===== config.mk =====
export PLATFORM = sky130hd
export DESIGN_NAME = internal_to_euc_jis_encoder
export DESIGN_NICKNAME = d
export VERILOG_FILES = /design/src/rtl/ijenc_pkg.sv /design/src/rtl/ijenc_front.sv /design/src/rtl/ijenc_fifo.sv /design/src/rtl/ijenc_back.sv /design/src/rtl/internal_to_euc_jis_encoder.sv
export SDC_FILE = /design/constraint.sdc
export NUM_CORES = 1
export LEC_CHECK = 0
export BUFFER_PORTS_ARGS = -buffer_cell sky130_fd_sc_hd__buf_4
export CELL_PAD_IN_SITES_DETAIL_PLACEMENT = 2
export CELL_PAD_IN_SITES_GLOBAL_PLACEMENT = 2
export CORE_MARGIN = 2
export CORE_UTILIZATION = 35
export DETAILED_ROUTE_END_ITERATION = 16
export PLACE_DENSITY = 0.73
export SLEW_MARGIN = 10
export SYNTH_ARGS = -nofsm -noshare
export SYNTH_HDL_FRONTEND = slang
export SYNTH_SLANG_ARGS = --single-unit

===== constraint.sdc =====
create_clock -name aclk -period 7.6 [get_ports aclk]
set_input_delay 0.76 -clock aclk [delete_from_list [all_inputs] [get_ports aclk]]
set_output_delay 0.76 -clock aclk [all_outputs]
set_load 0.005 [all_outputs]

===== src/rtl/ijenc_pkg.sv =====
// Shared types and constants for the internal-code to EUC/JIS encoder.
package ijenc_pkg;

    localparam int FIFO_DEPTH_DEF = 4;

    localparam logic [7:0] CH_SI     = 8'h0F;
    localparam logic [7:0] CH_SO     = 8'h0E;
    localparam logic [7:0] CH_ESC    = 8'h1B;
    localparam logic [7:0] CH_TAB    = 8'h09;
    localparam logic [7:0] CH_DOLLAR = 8'h24;
    localparam logic [7:0] CH_LPAREN = 8'h28;
    localparam logic [7:0] CH_CARET  = 8'h5E;
    localparam logic [7:0] CTRL_SHOW = 8'h40;
    localparam logic [15:0] PAD_CODE = 16'h2020;
    localparam logic [7:0] KANA_LO   = 8'hA0;
    localparam logic [7:0] KANA_HI   = 8'hDF;

    localparam logic [7:0] KANJI_FINAL_RST = 8'h40;
    localparam logic [7:0] ROMAN_FINAL_RST = 8'h4A;

    localparam logic OP_CHAR = 1'b0;
    localparam logic OP_END  = 1'b1;

    typedef enum logic [1:0] {
        CFG_TARGET_CODE,
        CFG_KANJI_FINAL,
        CFG_ROMAN_FINAL,
        CFG_SCREEN_MODE
    } cfg_index_t;

    localparam int NUM_SLOTS  = 7;
    localparam int SLOT_PRE   = 0;
    localparam int SLOT_ESC   = 1;
    localparam int SLOT_MID   = 2;
    localparam int SLOT_FINAL = 3;
    localparam int SLOT_SHIFT = 4;
    localparam int SLOT_DATA0 = 5;
    localparam int SLOT_DATA1 = 6;

    typedef struct packed {
        logic [NUM_SLOTS-1:0] mask;
        logic [7:0]           esc_mid;
        logic [7:0]           esc_final;
        logic [7:0]           shift_byte;
        logic [7:0]           data0;
        logic [7:0]           data1;
    } cmd_t;

endpackage


===== src/rtl/ijenc_front.sv =====
// Front end: configuration registers, shift state and byte-sequence classification.
module ijenc_front import ijenc_pkg::*; (
    input  logic        aclk,
    input  logic        aresetn,
    input  logic        cfg_wr_en,
    input  logic [1:0]  cfg_addr,
    input  logic [7:0]  cfg_wdata,
    input  logic        s_valid,
    output logic        s_ready,
    input  logic        s_op,
    input  logic [15:0] s_char_code,
    input  logic        q_full,
    output logic        q_push,
    output cmd_t        q_cmd
);

    logic       target_code_reg;
    logic [7:0] kanji_final_reg;
    logic [7:0] roman_final_reg;
    logic       screen_mode_reg;
    logic       kanji_shift_reg, kanji_shift_next;
    logic       kana_shift_reg, kana_shift_next;
    logic       accept;
    logic       jis;
    logic [7:0] lo;
    cmd_t       cmd;

    assign s_ready = !q_full;
    assign accept  = s_valid && s_ready;
    assign jis     = target_code_reg;
    assign lo      = s_char_code[7:0];

    always_ff @(posedge aclk) begin
        if (!aresetn) begin
            target_code_reg <= 1'b1;
            kanji_final_reg <= KANJI_FINAL_RST;
            roman_final_reg <= ROMAN_FINAL_RST;
            screen_mode_reg <= 1'b0;
        end else if (cfg_wr_en) begin
            unique case (cfg_index_t'(cfg_addr))
                CFG_TARGET_CODE: target_code_reg <= cfg_wdata[0];
                CFG_KANJI_FINAL: kanji_final_reg <= cfg_wdata;
                CFG_ROMAN_FINAL: roman_final_reg <= cfg_wdata;
                CFG_SCREEN_MODE: screen_mode_reg <= cfg_wdata[0];
                default: ;
            endcase
        end
    end

    always_comb begin
        cmd              = '0;
        cmd.esc_mid      = CH_LPAREN;
        cmd.esc_final    = roman_final_reg;
        cmd.shift_byte   = CH_SI;
        kanji_shift_next = kanji_shift_reg;
        kana_shift_next  = kana_shift_reg;
        if (s_op == OP_END) begin
            if (jis && kanji_shift_reg) begin
                cmd.mask[SLOT_ESC]   = 1'b1;
                cmd.mask[SLOT_MID]   = 1'b1;
                cmd.mask[SLOT_FINAL] = 1'b1;
            end
            cmd.mask[SLOT_SHIFT] = kana_shift_reg;
            kanji_shift_next     = 1'b0;
            kana_shift_next      = 1'b0;
        end else if (s_char_code[15]) begin
            cmd.mask[SLOT_PRE]   = kana_shift_reg;
            kana_shift_next      = 1'b0;
            cmd.mask[SLOT_DATA0] = 1'b1;
            cmd.mask[SLOT_DATA1] = 1'b1;
            if (jis) begin
                if (!kanji_shift_reg) begin
                    cmd.mask[SLOT_ESC]   = 1'b1;
                    cmd.mask[SLOT_MID]   = 1'b1;
                    cmd.mask[SLOT_FINAL] = 1'b1;
                end
                cmd.esc_mid      = CH_DOLLAR;
                cmd.esc_final    = kanji_final_reg;
                kanji_shift_next = 1'b1;
                cmd.data0        = {1'b0, s_char_code[14:8]};
                cmd.data1        = {1'b0, s_char_code[6:0]};
            end else begin
                cmd.data0 = s_char_code[15:8];
                cmd.data1 = lo;
            end
        end else if (screen_mode_reg && s_char_code == PAD_CODE) begin
            cmd.mask = '0;
        end else if (screen_mode_reg && s_char_code[15:5] == '0 && lo != CH_TAB) begin
            cmd.mask[SLOT_DATA0] = 1'b1;
            cmd.mask[SLOT_DATA1] = 1'b1;
            cmd.data0            = CH_CARET;
            cmd.data1            = lo | CTRL_SHOW;
        end else begin
            if (jis && kanji_shift_reg) begin
                cmd.mask[SLOT_ESC]   = 1'b1;
                cmd.mask[SLOT_MID]   = 1'b1;
                cmd.mask[SLOT_FINAL] = 1'b1;
                kanji_shift_next     = 1'b0;
            end
            if (!kana_shift_reg && s_char_code[15:8] == '0 && lo >= KANA_LO
                    && lo <= KANA_HI) begin
                cmd.mask[SLOT_SHIFT] = 1'b1;
                cmd.shift_byte       = CH_SO;
                kana_shift_next      = 1'b1;
            end else if (kana_shift_reg && s_char_code[15:7] == '0) begin
                cmd.mask[SLOT_SHIFT] = 1'b1;
                kana_shift_next      = 1'b0;
            end
            cmd.mask[SLOT_DATA0] = 1'b1;
            cmd.data0            = {1'b0, s_char_code[6:0]};
        end
    end

    always_ff @(posedge aclk) begin
        if (!aresetn) begin
            kanji_shift_reg <= 1'b0;
            kana_shift_reg  <= 1'b0;
        end else if (accept) begin
            kanji_shift_reg <= kanji_shift_next;
            kana_shift_reg  <= kana_shift_next;
        end
    end

    assign q_push = accept && (cmd.mask != '0);
    assign q_cmd  = cmd;

endmodule


===== src/rtl/ijenc_fifo.sv =====
// Short command queue between the front end and the byte serializer.
module ijenc_fifo import ijenc_pkg::*; #(
    parameter int Depth = FIFO_DEPTH_DEF
) (
    input  logic aclk,
    input  logic aresetn,
    input  logic push,
    input  cmd_t push_cmd,
    output logic full,
    input  logic pop,
    output logic empty,
    output cmd_t head_cmd
);

    localparam int PtrW = $clog2(Depth);
    localparam int CntW = $clog2(Depth + 1);

    cmd_t            mem [Depth];
    logic [PtrW-1:0] wr_ptr_reg, wr_ptr_next;
    logic [PtrW-1:0] rd_ptr_reg, rd_ptr_next;
    logic [CntW-1:0] count_reg, count_next;

    assign full     = (count_reg == CntW'(Depth));
    assign empty    = (count_reg == '0);
    assign head_cmd = mem[rd_ptr_reg];

    always_comb begin
        wr_ptr_next = wr_ptr_reg;
        rd_ptr_next = rd_ptr_reg;
        count_next  = count_reg;
        if (push) begin
            wr_ptr_next = (wr_ptr_reg == PtrW'(Depth - 1)) ? '0 : wr_ptr_reg + 1'b1;
        end
        if (pop) begin
            rd_ptr_next = (rd_ptr_reg == PtrW'(Depth - 1)) ? '0 : rd_ptr_reg + 1'b1;
        end
        if (push && !pop) begin
            count_next = count_reg + 1'b1;
        end else if (pop && !push) begin
            count_next = count_reg - 1'b1;
        end
    end

    always_ff @(posedge aclk) begin
        if (!aresetn) begin
            wr_ptr_reg <= '0;
            rd_ptr_reg <= '0;
            count_reg  <= '0;
        end else begin
            wr_ptr_reg <= wr_ptr_next;
            rd_ptr_reg <= rd_ptr_next;
            count_reg  <= count_next;
        end
    end

    always_ff @(posedge aclk) begin
        if (push) begin
            mem[wr_ptr_reg] <= push_cmd;
        end
    end

endmodule


===== src/rtl/ijenc_back.sv =====
// Back end: walks the enabled byte slots of each command into the output register.
module ijenc_back import ijenc_pkg::*; (
    input  logic       aclk,
    input  logic       aresetn,
    input  logic       q_empty,
    input  cmd_t       q_head,
    output logic       q_pop,
    output logic       m_valid,
    input  logic       m_ready,
    output logic [7:0] m_out_byte,
    output logic       m_last
);

    logic [NUM_SLOTS-1:0] done_reg, done_next;
    logic [NUM_SLOTS-1:0] pending;
    logic [NUM_SLOTS-1:0] sel;
    logic [NUM_SLOTS-1:0] rest;
    logic [7:0]           slot_byte [NUM_SLOTS];
    logic [7:0]           byte_sel;
    logic                 emit;
    logic                 is_last;
    logic                 m_valid_reg;
    logic [7:0]           m_out_byte_reg;
    logic                 m_last_reg;

    assign pending = q_head.mask & ~done_reg;
    assign sel     = pending & (~pending + 1'b1);
    assign rest    = pending & ~sel;
    assign is_last = (rest == '0);
    assign emit    = !q_empty && (!m_valid_reg || m_ready);
    assign q_pop   = emit && is_last;

    always_comb begin
        slot_byte[SLOT_PRE]   = CH_SI;
        slot_byte[SLOT_ESC]   = CH_ESC;
        slot_byte[SLOT_MID]   = q_head.esc_mid;
        slot_byte[SLOT_FINAL] = q_head.esc_final;
        slot_byte[SLOT_SHIFT] = q_head.shift_byte;
        slot_byte[SLOT_DATA0] = q_head.data0;
        slot_byte[SLOT_DATA1] = q_head.data1;
    end

    always_comb begin
        byte_sel = '0;
        for (int i = 0; i < NUM_SLOTS; i++) begin
            if (sel[i]) begin
                byte_sel = slot_byte[i];
            end
        end
    end

    always_comb begin
        done_next = done_reg;
        if (emit) begin
            done_next = is_last ? '0 : (done_reg | sel);
        end
    end

    always_ff @(posedge aclk) begin
        if (!aresetn) begin
            done_reg    <= '0;
            m_valid_reg <= 1'b0;
        end else begin
            done_reg <= done_next;
            if (emit) begin
                m_valid_reg <= 1'b1;
            end else if (m_ready) begin
                m_valid_reg <= 1'b0;
            end
        end
    end

    always_ff @(posedge aclk) begin
        if (emit) begin
            m_out_byte_reg <= byte_sel;
            m_last_reg     <= is_last;
        end
    end

    assign m_valid    = m_valid_reg;
    assign m_out_byte = m_out_byte_reg;
    assign m_last     = m_last_reg;

endmodule


===== src/rtl/internal_to_euc_jis_encoder.sv =====
// Top level of the internal-code to EUC/JIS byte-stream encoder.
// An item's first byte passes the command queue, then the output register.
// Throughput: one input item per cycle while the command queue has room, and one
// output byte per cycle while m_ready allows; a command pops with its last byte.
// Reset (aresetn, synchronous, active low) empties the queue and output register,
// clears both shift flags and restores the configuration registers to defaults.
module internal_to_euc_jis_encoder import ijenc_pkg::*; #(
    parameter int FifoDepth = FIFO_DEPTH_DEF
) (
    input  logic        aclk,
    input  logic        aresetn,
    input  logic        cfg_wr_en,
    input  logic [1:0]  cfg_addr,
    input  logic [7:0]  cfg_wdata,
    input  logic        s_valid,
    output logic        s_ready,
    input  logic        s_op,
    input  logic [15:0] s_char_code,
    output logic        m_valid,
    input  logic        m_ready,
    output logic [7:0]  m_out_byte,
    output logic        m_last
);

    logic q_push;
    logic q_pop;
    logic q_full;
    logic q_empty;
    cmd_t q_in;
    cmd_t q_head;

    ijenc_front u_front (
        .aclk        (aclk),
        .aresetn     (aresetn),
        .cfg_wr_en   (cfg_wr_en),
        .cfg_addr    (cfg_addr),
        .cfg_wdata   (cfg_wdata),
        .s_valid     (s_valid),
        .s_ready     (s_ready),
        .s_op        (s_op),
        .s_char_code (s_char_code),
        .q_full      (q_full),
        .q_push      (q_push),
        .q_cmd       (q_in)
    );

    ijenc_fifo #(
        .Depth (FifoDepth)
    ) u_fifo (
        .aclk     (aclk),
        .aresetn  (aresetn),
        .push     (q_push),
        .push_cmd (q_in),
        .full     (q_full),
        .pop      (q_pop),
        .empty    (q_empty),
        .head_cmd (q_head)
    );

    ijenc_back u_back (
        .aclk       (aclk),
        .aresetn    (aresetn),
        .q_empty    (q_empty),
        .q_head     (q_head),
        .q_pop      (q_pop),
        .m_valid    (m_valid),
        .m_ready    (m_ready),
        .m_out_byte (m_out_byte),
        .m_last     (m_last)
    );

endmodule

==> results.py, run 1 <==
metrics = {
    "worst_hold_path": {
        "holdCritPathClass": "flop to flop",
        "hold_path_end": "u_front.kanji_final_reg[0]$_SDFFE_PN0P_",
        "hold-path-cell-count": 2,
        "holdCritStartpoint": "u_front.kanji_final_reg[0]$_SDFFE_PN0P_",
    },
    "clock_tree": {
        "number_of_buffers_added_for_setup_after_cts": 0,
        "postCtsHoldBufs": 0,
        "clk_pin_slew_ns": 0.07,
        "cts_sinks": 174,
        "tritoncts_clock_tree": "built",
        "cts-htree-levels": 4,
        "cts_root_buf": "clkbuf_16",
        "cts-resized-gates": 0,
        "cts_buffers": 17,
        "clock_tree.buffer_depth": 2,
        "insertion_delay_ns": 0.43,
    },
    "worst_setup_path": {
        "setup.worst_path.class": "flop to flop",
        "worst_path_largest_cell_delay_ns": 0.57,
        "worstSetupStartpointType": "flop",
        "crit-reg2reg-capture": "u_fifo.count_reg[2]$_SDFFE_PN0P_",
        "timing.critical_path.cells": "buf_4 > nor2_1 > a22oi_2 > a21oi_1 > o211a_4 > nor3_2 > inv_1 > ha_1 > inv_1 > fa_1 > xor2_1 > or3_1 > a21oi_1",
        "crit_path_top_delay_cell": "a22oi_2",
        "reg2reg_slack_ns": 3.65,
        "worst_r2r_path_depth": 13,
        "arrival_ns": 4.29,
        "required_ns": 7.94,
        "crit_fanout": 28,
        "cp-end-kind": "flop",
    },
    "route": {
        "detail_route.first_pass.iterations": 4,
        "avgRoutedWirePerCell_microns": 24.8,
        "dr.first_iter.drc_count": 344,
        "via_per_inst": 5.29,
        "via_count": 4394,
        "wirelength_microns": 20600,
        "number_of_design_rule_violations_left_after_detail_routing": 0,
        "route.antenna.remaining_nets": 0,
    },
    "synth": {
        "synthMostInstantiatedCell": "edfxtp_1",
        "synth.top_cell.area_share_pct": 56.5,
        "post-synth-top-area-cell": "edfxtp_1",
        "synth_warn": 0,
        "synth_async_sr_flop_share_pct": 0,
        "yosys.cell_types.count": 57,
        "postSynthCellCount": 500,
        "postSynthNetCount": 539,
        "ys_top_cells_by_area": "edfxtp_1 (57%), dfxtp_1 (10%), mux4_2 (9.0%)",
        "synth.yosys.seq_area_share_pct": 66.7,
        "synth_flop_cell": "edfxtp_1",
        "synth_enable_flop_cells": 137,
        "post_synth.cell_area_avg_sq_um": 14.6,
        "commonest_cells_in_the_synthesized_netlist": "edfxtp_1 (137), nand2_1 (65), nor2_1 (40), dfxtp_1 (37), mux4_2 (29)",
        "post_synth_instance_area_sq_mm": 0.00728,
        "postSynthRegisterBits": 174,
    },
    "sta": {
        "hold_violations": 0,
        "fin_skew_ns": 0.00767,
        "final_min_period_over_clock_period_pct": 51.9,
        "post-route-min-period_ns": 3.95,
        "slew_headroom_pct": 35.5,
        "rsz0062_at_grt": "false",
        "worstMarginPinSlew_ns": 0.964,
        "maxSlewViolCount": 0,
        "final.setup.tns_ns": 0,
        "report.final.setup_viol": 0,
        "achievable-frequency_mhz": 253,
        "min_hold_slack_ns": 0.458,
    },
    "floorplanning": {
        "coreArea_sq_mm": 0.0203,
        "initial_utilization_pct": 35.9,
        "boundaryPins": 43,
        "die_x_microns": 148,
        "rows": 52,
        "die_h_microns": 148,
        "die-area_sq_mm": 0.0220,
    },
    "global_route": {
        "global_route.usage.total_pct": 19.7,
        "global_route.overflow_total": 0,
        "via_count_of_the_first_global_routing_pass": 5084,
        "pin_count_of_the_biggest_net_entering_global_routing": 33,
        "grt_antenna_before_repair": 0,
        "global_route_wire_length_before_repair_microns": 31500,
    },
    "job": {
        "max_cap_viol_count": 0,
    },
    "pwr": {
        "net-switching-power_w": 0.000763,
        "p_int_w": 0.00191,
        "power_density_mw_per_mm2": 314,
        "comb_power_share_pct": 20.4,
        "net_switching_fraction_of_the_power_pct": 28.6,
        "ir_drop_mv": 0.192,
        "leakage_nw": 2.96,
        "register_share_of_total_power_pct": 44.9,
        "power_frac_clock_pct": 34.7,
    },
    "layout": {
        "final.fill_count": 2032,
        "num_antenna_cells": 0,
        "nNetsFinal": 587,
        "largest_reg_flops": 128,
        "finish.cell_count_without_fillers": 831,
        "top_register": "u_fifo.mem",
        "final_layout_size_suffix_gt1_share_pct": 22.8,
        "flow.area_growth_from_synthesis_pct": 16.9,
    },
    "placed_design": {
        "dpl.hpwl_microns": 13500,
        "finalWeightedCongestion": 0.829,
        "dp.cells": 799,
        "port_buffers": 42,
    },
    "run_status": {
        "run_status": "finished, final reports clean",
    },
}
## worst max-delay path, delay by kind of cell (launching register included)
family | cells | cell delay [ns]
flops | 1 | 0.54
compound gates | 4 | 1.30
fa+ha+maj | 2 | 0.41
simple gates | 3 | 0.72
buf+inv | 3 | 0.75
xor+xnor | 1 | 0.09
## worst max-delay path by stage
stage               slack [ns]                          endpoint  start  cells after the start
global placement          3.92  u_fifo.count_reg[2]$_SDFFE_PN0P_   s_op                     11
floorplan                 4.55  u_fifo.count_reg[2]$_SDFFE_PN0P_   s_op                     11
finish                    3.65  u_fifo.count_reg[2]$_SDFFE_PN0P_   flop                     13
CTS                       3.61  u_fifo.count_reg[2]$_SDFFE_PN0P_   flop                     13
detailed placement        3.52  u_fifo.count_reg[2]$_SDFFE_PN0P_   s_op                     11
global route              3.36  u_fifo.count_reg[2]$_SDFFE_PN0P_   flop                     13
## power groups by stage
stage | Clock, W | Sequential, W | Combinational, W
floorplan | 0 | 0.00119 | 0.000341
global placement | 0 | 0.00121 | 0.000506
detailed placement | 0 | 0.00122 | 0.000537
CTS | 0.000938 | 0.00120 | 0.000555
global route | 0.000970 | 0.00121 | 0.000593
finish | 0.000925 | 0.00120 | 0.000545
## placed cells by master (no fill, tap or decap), types with 3 or more instances in the layout
| cell | netlist | final |
|---|---|---|
| nor3_1 | 6 | 6 |
| nor2_1 | 40 | 40 |
| inv_1 | 17 | 17 |
| o21a_1 | 3 | 3 |
| mux2i_1 | 19 | 19 |
| clkinv_2 | 0 | 3 |
| nand2_1 | 65 | 65 |
| dfxtp_1 | 37 | 36 |
| and2_1 | 12 | 12 |
| o21ai_0 | 13 | 13 |
| nand2b_1 | 3 | 3 |
| a31oi_1 | 4 | 4 |
| bufinv_16 | 0 | 4 |
| nand4_1 | 3 | 3 |
| clkinv_4 | 0 | 3 |
| clkinvlp_4 | 0 | 3 |
| a22oi_1 | 3 | 3 |
| o22ai_1 | 3 | 3 |
| or3_1 | 3 | 3 |
| nand3_1 | 5 | 5 |
| a21oi_1 | 21 | 21 |
| mux4_2 | 29 | 29 |
| edfxtp_1 | 137 | 137 |
| clkbuf_16 | 0 | 17 |
| ha_1 | 6 | 6 |
| buf_4 | 0 | 48 |
| nor2b_1 | 4 | 4 |
| mux2_2 | 10 | 10 |
## per-stage QoR
step                power (W)  util (%)  setup slack, ns  cell area [sq um]
finish                0.00267      41.9             3.65               8510
global route          0.00277      41.9             3.36               8510
CTS                   0.00269      41.9             3.61               8510
detailed placement    0.00175      38.9             3.52               7890
global placement      0.00171      38.9             3.92               7890
floorplan             0.00154         -             4.55               7280
## per-layer routing
layer	vias to the layer above	track usage [%]	routed length, microns
met1	2305	23.6	8400
li1	1973	-	-
met4	0	6.00	317
met3	23	3.34	801
met2	93	36.2	11100
met5	-	0	0
## kinds of logic after synthesis
logic type | count (synthesis) | share of synthesized area (%)
AOI/OAI and AO/OA | 66 | 6.07
adders and majority gates | 7 | 1.31
muxes | 59 | 13.3
DFF | 174 | 66.7
buffers and inverters | 36 | 2.15
xor gates and xnor gates | 3 | 0.361
and+or+nand+nor | 155 | 10.1
## area by class of cell
type	instances	area (sq um)	share of cell area, %
Timing Repair Buffer	48	360	4.23
Tap cell	270	338	3.97
Clock buffer	18	429	5.04
Inverter	17	63.8	0.750
Multi-Input combinational cell	290	2270	26.7
Clock inverter	14	193	2.26
Sequential cell	174	4860	57.1
(Power assumes the default switching activity.)
==> run 2: changes to the inputs <==
==> constraint.sdc (replaced) <==
create_clock -name aclk -period 4 [get_ports aclk]
set_input_delay 0.4 -clock aclk [delete_from_list [all_inputs] [get_ports aclk]]
set_output_delay 0.4 -clock aclk [all_outputs]
set_load 0.005 [all_outputs]
==> run 2 against run 1 <==
Net effect: total power grew 94%; sequential power grew 90%; worst setup slack lost 3.2 ns; flip-flop and latch count is the same; sequential share of layout area shrank 0.50 points; via count grew 0.61%; clock power grew 100%; core utilization grew 0.37 points; global-route usage shrank 0.76 points; cell count grew 0.60%.
==> results.py, run 2 (synthesis gave the netlist of run 1 again) <==
metrics = {
    "floorplanning": {
        "die_h_microns": 148,
        "coreArea_sq_mm": 0.0203,
        "boundaryPins": 43,
        "initial_utilization_pct": 35.9,
        "die-area_sq_mm": 0.0220,
        "rows": 52,
        "die_x_microns": 148,
    },
    "global_route": {
        "global_route.usage.total_pct": 18.9,
        "grt-busiest-layer": "met2",
        "gr-usage-met2_pct": 32.3,
        "global_route_wire_length_before_repair_microns": 30200,
        "grt_antenna_before_repair": 0,
        "use_met1_pct": 23.4,
        "pin_count_of_the_biggest_net_entering_global_routing": 33,
        "global_route.overflow_total": 0,
        "grt_util_met3_pct": 4.29,
        "via_count_of_the_first_global_routing_pass": 4985,
    },
    "worst_setup_path": {
        "worst_path_largest_cell_delay_ns": 0.62,
        "required_ns": 4.36,
        "setup.worst_path.class": "flop to flop",
        "arrival_ns": 3.93,
        "worst_r2r_path_depth": 13,
        "timing.critical_path.cells": "buf_4 > nor2_1 > a22oi_2 > a21oi_1 > o211a_4 > nor3_2 > inv_1 > ha_1 > inv_1 > fa_1 > xor2_1 > or3_1 > a21oi_1",
        "reg2reg_slack_ns": 0.44,
        "crit_path_top_delay_cell": "dfxtp_2",
        "worstSetupStartpointType": "flop",
        "crit-reg2reg-capture": "u_fifo.count_reg[2]$_SDFFE_PN0P_",
        "crit_fanout": 13,
        "cp-end-kind": "flop",
    },
    "route": {
        "route.antenna.remaining_nets": 0,
        "via_per_inst": 5.29,
        "wirelength_microns": 19800,
        "dr.first_iter.drc_count": 301,
        "via_count": 4421,
        "avgRoutedWirePerCell_microns": 23.7,
        "number_of_design_rule_violations_left_after_detail_routing": 0,
        "detail_route.first_pass.iterations": 4,
    },
    "layout": {
        "multiInputGateArea_sq_mm": 0.00227,
        "nNetsFinal": 592,
        "layout.cells.most_common_list": "edfxtp_1 (137), nand2_1 (65), buf_4 (53), nor2_1 (40), dfxtp_1 (36)",
        "largest_reg_flops": 128,
        "final.fill_count": 2002,
        "flow.area_growth_from_synthesis_pct": 17.9,
        "seq_area_sq_mm": 0.00486,
        "top_register": "u_fifo.mem",
        "num_antenna_cells": 0,
        "final_cell_area_sq_mm": 0.00858,
        "final_common_cell": "edfxtp_1",
        "final_layout_size_suffix_gt1_share_pct": 23.7,
    },
    "clock_tree": {
        "cts_sinks": 174,
        "tritoncts_clock_tree": "built",
        "number_of_buffers_added_for_setup_after_cts": 0,
        "clk_pin_slew_ns": 0.07,
        "cts_buffers": 17,
        "clock_tree.buffer_depth": 2,
        "postCtsHoldBufs": 0,
        "cts_root_buf": "clkbuf_16",
        "cts-htree-levels": 4,
        "cts-resized-gates": 0,
        "insertion_delay_ns": 0.45,
    },
    "sta": {
        "maxSlewViolCount": 0,
        "final_min_period_over_clock_period_pct": 89.0,
        "achievable-frequency_mhz": 281,
        "fin_skew_ns": 0.0117,
        "final.setup.tns_ns": 0,
        "report.final.setup_viol": 0,
        "slew_headroom_pct": 35.9,
        "worstMarginPinSlew_ns": 0.954,
        "min_hold_slack_ns": 0.188,
        "hold_violations": 0,
        "post-route-min-period_ns": 3.56,
        "rsz0062_at_grt": "false",
    },
    "pwr": {
        "leakage_nw": 3.01,
        "p_int_w": 0.00370,
        "net-switching-power_w": 0.00146,
        "power_frac_clock_pct": 36.1,
        "ir_drop_mv": 0.372,
        "register_share_of_total_power_pct": 44.1,
        "net_switching_fraction_of_the_power_pct": 28.3,
        "power_density_mw_per_mm2": 602,
        "comb_power_share_pct": 19.8,
    },
    "worst_hold_path": {
        "holdCritPathClass": "primary input to flop",
        "holdCritStartpoint": "cfg_wdata[1]",
        "hold-path-cell-count": 3,
        "hold_path_end": "u_front.roman_final_reg[1]$_SDFFE_PN1P_",
    },
    "placed_design": {
        "finalWeightedCongestion": 0.857,
        "dpl.hpwl_microns": 13300,
        "detailed_place.area_sq_mm": 0.00793,
        "port_buffers": 42,
    },
    "run_status": {
        "run_status": "finished, final reports clean",
    },
    "job": {
        "max_cap_viol_count": 0,
    },
}
run 2: cell count changes in the layout (fill, tap and decap cells not counted), sizes merged:
cell      change
clkinvlp      -1
buf           +5
clkbuf        -1
clkinv        -2
bufinv        +1
inv           +3
run 2: area by class of cell:
type / instances / share of cell area [%]
flip-flops and latches: 174 / 56.6
clock inverters: 15 / 2.73
inverters: 17 / 0.743
well taps: 270 / 3.94
multi-input cells: 290 / 26.4
clock buffers: 17 / 4.96
repair buffers: 53 / 4.63
run 2: power groups by stage:
| stage | Clock, W | Combinational [W] | Sequential (W) |
|---|---|---|---|
| 2_1_floorplan | 0 | 0.000647 | 0.00227 |
| 3_3_place_gp | 0 | 0.000957 | 0.00230 |
| 3_5_place_dp | 0 | 0.00101 | 0.00232 |
| 4_1_cts | 0.00190 | 0.00104 | 0.00228 |
| 5_1_grt | 0.00195 | 0.00111 | 0.00230 |
| 6_report | 0.00187 | 0.00102 | 0.00228 |
run 2: worst max path at each step:
stage                                             to  start  slack, ns  cells after the start
floorplan           u_fifo.count_reg[2]$_SDFFE_PN0P_   flop       1.06                     13
global placement    u_fifo.count_reg[2]$_SDFFE_PN0P_   flop       0.62                     13
detailed placement  u_fifo.count_reg[2]$_SDFFE_PN0P_   flop       0.50                     13
CTS                 u_fifo.count_reg[2]$_SDFFE_PN0P_   flop       0.41                     13
global route        u_fifo.count_reg[2]$_SDFFE_PN0P_   flop       0.04                     13
finish              u_fifo.count_reg[2]$_SDFFE_PN0P_   flop       0.44                     13
run 2: metal layers:
layer | part of all wire (%) | routed length, microns
met4 | 2.4 | 482
met2 | 51 | 10100
met3 | 3.7 | 737
met1 | 43 | 8480
met5 | 0 | 0
run 2: worst max-delay path: cells and delay by family (launching register included):
| family | cells | cell delay, ns |
|---|---|---|
| buffers and inverters | 3 | 0.49 |
| adders and majority gates | 2 | 0.41 |
| AOI/OAI and AO/OA | 4 | 1.21 |
| and+or+nand+nor | 3 | 0.67 |
| DFF | 1 | 0.62 |
| xor gates and xnor gates | 1 | 0.09 |
run 2: per-stage QoR:
stage	total power [W]	utilization (%)	std cells	worst slack, ns
floorplan	0.00292	-	500	1.06
global placement	0.00325	39.0	804	0.622
detailed placement	0.00333	39.0	804	0.501
CTS	0.00522	42.3	836	0.415
global route	0.00537	42.3	836	0.0364
finish	0.00517	42.3	836	0.438
==> run 3: changes to the inputs <==
--- a/config.mk
+++ b/config.mk
@@ -9,9 +9,9 @@
 export CELL_PAD_IN_SITES_DETAIL_PLACEMENT = 2
 export CELL_PAD_IN_SITES_GLOBAL_PLACEMENT = 2
 export CORE_MARGIN = 2
-export CORE_UTILIZATION = 35
+export CORE_UTILIZATION = 44
 export DETAILED_ROUTE_END_ITERATION = 16
-export PLACE_DENSITY = 0.73
+export PLACE_DENSITY = 0.87
 export SLEW_MARGIN = 10
 export SYNTH_ARGS = -nofsm -noshare
 export SYNTH_HDL_FRONTEND = slang
==> run 3 against run 2 <==
Net effect: first-iteration DRC count up 17%; via count up 4.4%; largest cell class unchanged; sequential power about the same; critical endpoint unchanged; worst setup slack better by 0.079 ns; highest routed layer unchanged; sequential share of layout area up 0.68 points; critical path type unchanged.
==> results.py, run 3 (synthesis gave the netlist of run 1 again) <==
metrics = {
    "clock_tree": {
        "cts-resized-gates": 0,
        "clock_tree.buffer_depth": 2,
        "cts-htree-levels": 4,
        "cts_sinks": 174,
        "clk_pin_slew_ns": 0.06,
        "insertion_delay_ns": 0.43,
        "tritoncts_clock_tree": "built",
        "number_of_buffers_added_for_setup_after_cts": 0,
        "cts_root_buf": "clkbuf_16",
        "postCtsHoldBufs": 0,
        "cts_buffers": 17,
    },
    "layout": {
        "flow.area_growth_from_synthesis_pct": 16.5,
        "nNetsFinal": 593,
        "multiInputGateArea_sq_mm": 0.00227,
        "final_layout_size_suffix_gt1_share_pct": 23.3,
        "postLayoutCoreUtil_pct": 51.9,
        "seq_area_sq_mm": 0.00486,
        "num_antenna_cells": 0,
        "largest_reg_flops": 128,
        "final_common_cell": "edfxtp_1",
        "top_register": "u_fifo.mem",
        "layout.cells.most_common_list": "edfxtp_1 (137), nand2_1 (65), buf_4 (54), nor2_1 (40), dfxtp_1 (36)",
        "final.fill_count": 1538,
        "finish.cell_count_without_fillers": 787,
    },
    "floorplanning": {
        "die_h_microns": 133,
        "die-area_sq_mm": 0.0176,
        "initial_utilization_pct": 44.5,
        "coreArea_sq_mm": 0.0163,
        "boundaryPins": 43,
        "die_x_microns": 133,
        "rows": 47,
    },
    "pwr": {
        "power_density_mw_per_mm2": 598,
        "leakage_nw": 3.00,
        "ir_drop_mv": 0.325,
        "total_power_w": 0.00508,
    },
    "route": {
        "detail_route.first_pass.iterations": 5,
        "dr.first_iter.drc_count": 352,
        "via_per_inst": 5.87,
        "wirelength_microns": 22000,
        "number_of_design_rule_violations_left_after_detail_routing": 0,
        "avgRoutedWirePerCell_microns": 27.9,
        "via_count": 4617,
        "route.antenna.remaining_nets": 0,
    },
    "worst_setup_path": {
        "crit_fanout": 21,
        "required_ns": 4.36,
        "setup.worst_path.class": "flop to flop",
        "crit-reg2reg-capture": "u_fifo.count_reg[2]$_SDFFE_PN0P_",
        "worst-path-buf-inv": 3,
        "crit_path_top_delay_cell": "dfxtp_1",
        "path_delay_family": "simple AND/OR/NAND/NOR gates",
        "worst_r2r_path_depth": 13,
        "worst_path_largest_cell_delay_ns": 0.44,
        "arrival_ns": 3.84,
        "timing.critical_path.cells": "buf_4 > mux4_2 > nand2b_1 > a21oi_1 > o211a_4 > nor3_2 > inv_1 > ha_1 > inv_1 > fa_1 > xor2_1 > or3_1 > a21oi_1",
        "worstSetupStartpointType": "flop",
        "cp-end-kind": "flop",
        "reg2reg_slack_ns": 0.52,
    },
    "global_route": {
        "via_count_of_the_first_global_routing_pass": 5196,
        "grt_antenna_before_repair": 0,
        "pin_count_of_the_biggest_net_entering_global_routing": 33,
        "global_route_wire_length_before_repair_microns": 33500,
        "global_route.overflow_total": 0,
        "global_route.usage.total_pct": 26.2,
    },
    "sta": {
        "hold_violations": 0,
        "min_hold_slack_ns": 0.215,
        "slew_headroom_pct": 36.4,
        "final.setup.tns_ns": 0,
        "final_min_period_over_clock_period_pct": 87.1,
        "worstMarginPinSlew_ns": 0.947,
        "rsz0062_at_grt": "false",
        "achievable-frequency_mhz": 287,
        "fin_skew_ns": 0.0104,
        "report.final.setup_viol": 0,
        "post-route-min-period_ns": 3.48,
        "maxSlewViolCount": 0,
    },
    "placed_design": {
        "finalWeightedCongestion": 0.851,
        "port_buffers": 42,
        "dp.cells": 755,
        "dpl.hpwl_microns": 14900,
    },
    "run_status": {
        "run_status": "finished, final reports clean",
    },
    "job": {
        "max_cap_viol_count": 0,
    },
    "worst_hold_path": {
        "hold-path-cell-count": 3,
        "hold_path_end": "u_front.roman_final_reg[6]$_SDFFE_PN1P_",
        "holdCritStartpoint": "cfg_wdata[6]",
        "holdCritPathClass": "primary input to flop",
    },
}
run 3: cell types whose count changed in the layout (fill, tap and decap cells not counted):
cell / previous run / this run
inv_6: 3 / 1
clkbuf_1: 0 / 2
bufinv_16: 5 / 4
clkinv_2: 1 / 5
inv_8: 1 / 0
clkinvlp_4: 2 / 0
buf_4: 53 / 54
clkbuf_8: 0 / 1
clkinv_4: 3 / 1
clkinv_1: 0 / 1
run 3: final cells by class:
class	count	share of cell area, %
multi-input combinational	290	26.8
inverter	17	0.752
clock inverter	12	1.96
sequential	174	57.2
timing repair buffer	54	4.78
tap	220	3.24
clock buffer	20	5.27
run 3: worst register-to-register path: cells and delay by family (launching register included):
kind,cells,cell delay [ns]
and+or+nand+nor,3,0.98
xor gates and xnor gates,1,0.08
buffers and inverters,3,0.54
adders and majority gates,2,0.41
muxes,1,0.38
DFF,1,0.44
AOI/OAI and AO/OA,3,0.58
run 3: power breakdown:
| part | switching [W] | leakage [nW] | internal (W) | total [W] |
|---|---|---|---|---|
| clock | 0.000691 | 0.305 | 0.00106 | 0.00175 |
| combinational | 0.000620 | 1.13 | 0.000418 | 0.00104 |
| sequential | 0.000117 | 1.57 | 0.00217 | 0.00229 |
run 3: worst max path at each step:
stage / from / end / cells after the start
2_1_floorplan: flop / u_fifo.count_reg[2]$_SDFFE_PN0P_ / 13
3_3_place_gp: flop / u_fifo.count_reg[2]$_SDFFE_PN0P_ / 13
3_5_place_dp: flop / u_fifo.count_reg[2]$_SDFFE_PN0P_ / 13
4_1_cts: flop / u_fifo.count_reg[2]$_SDFFE_PN0P_ / 13
5_1_grt: flop / u_fifo.count_reg[2]$_SDFFE_PN0P_ / 13
6_report: flop / u_fifo.count_reg[2]$_SDFFE_PN0P_ / 13
run 3: metrics by stage:
stage	area, sq um	setup WS, ns
global route	8480	0.263
global placement	7870	0.741
finish	8480	0.517
floorplan	7280	1.06
CTS	8480	0.478
detailed placement	7870	0.556
run 3: metal layers:
layer,wire length [microns],share of wire [%],track usage [%],vias up
met3,1250,5.7,5.98,41
met5,0,0,0,-
met2,11200,51,44.2,173
met4,595,2.7,10.0,0
met1,8980,41,33.2,2418
li1,-,-,-,1985
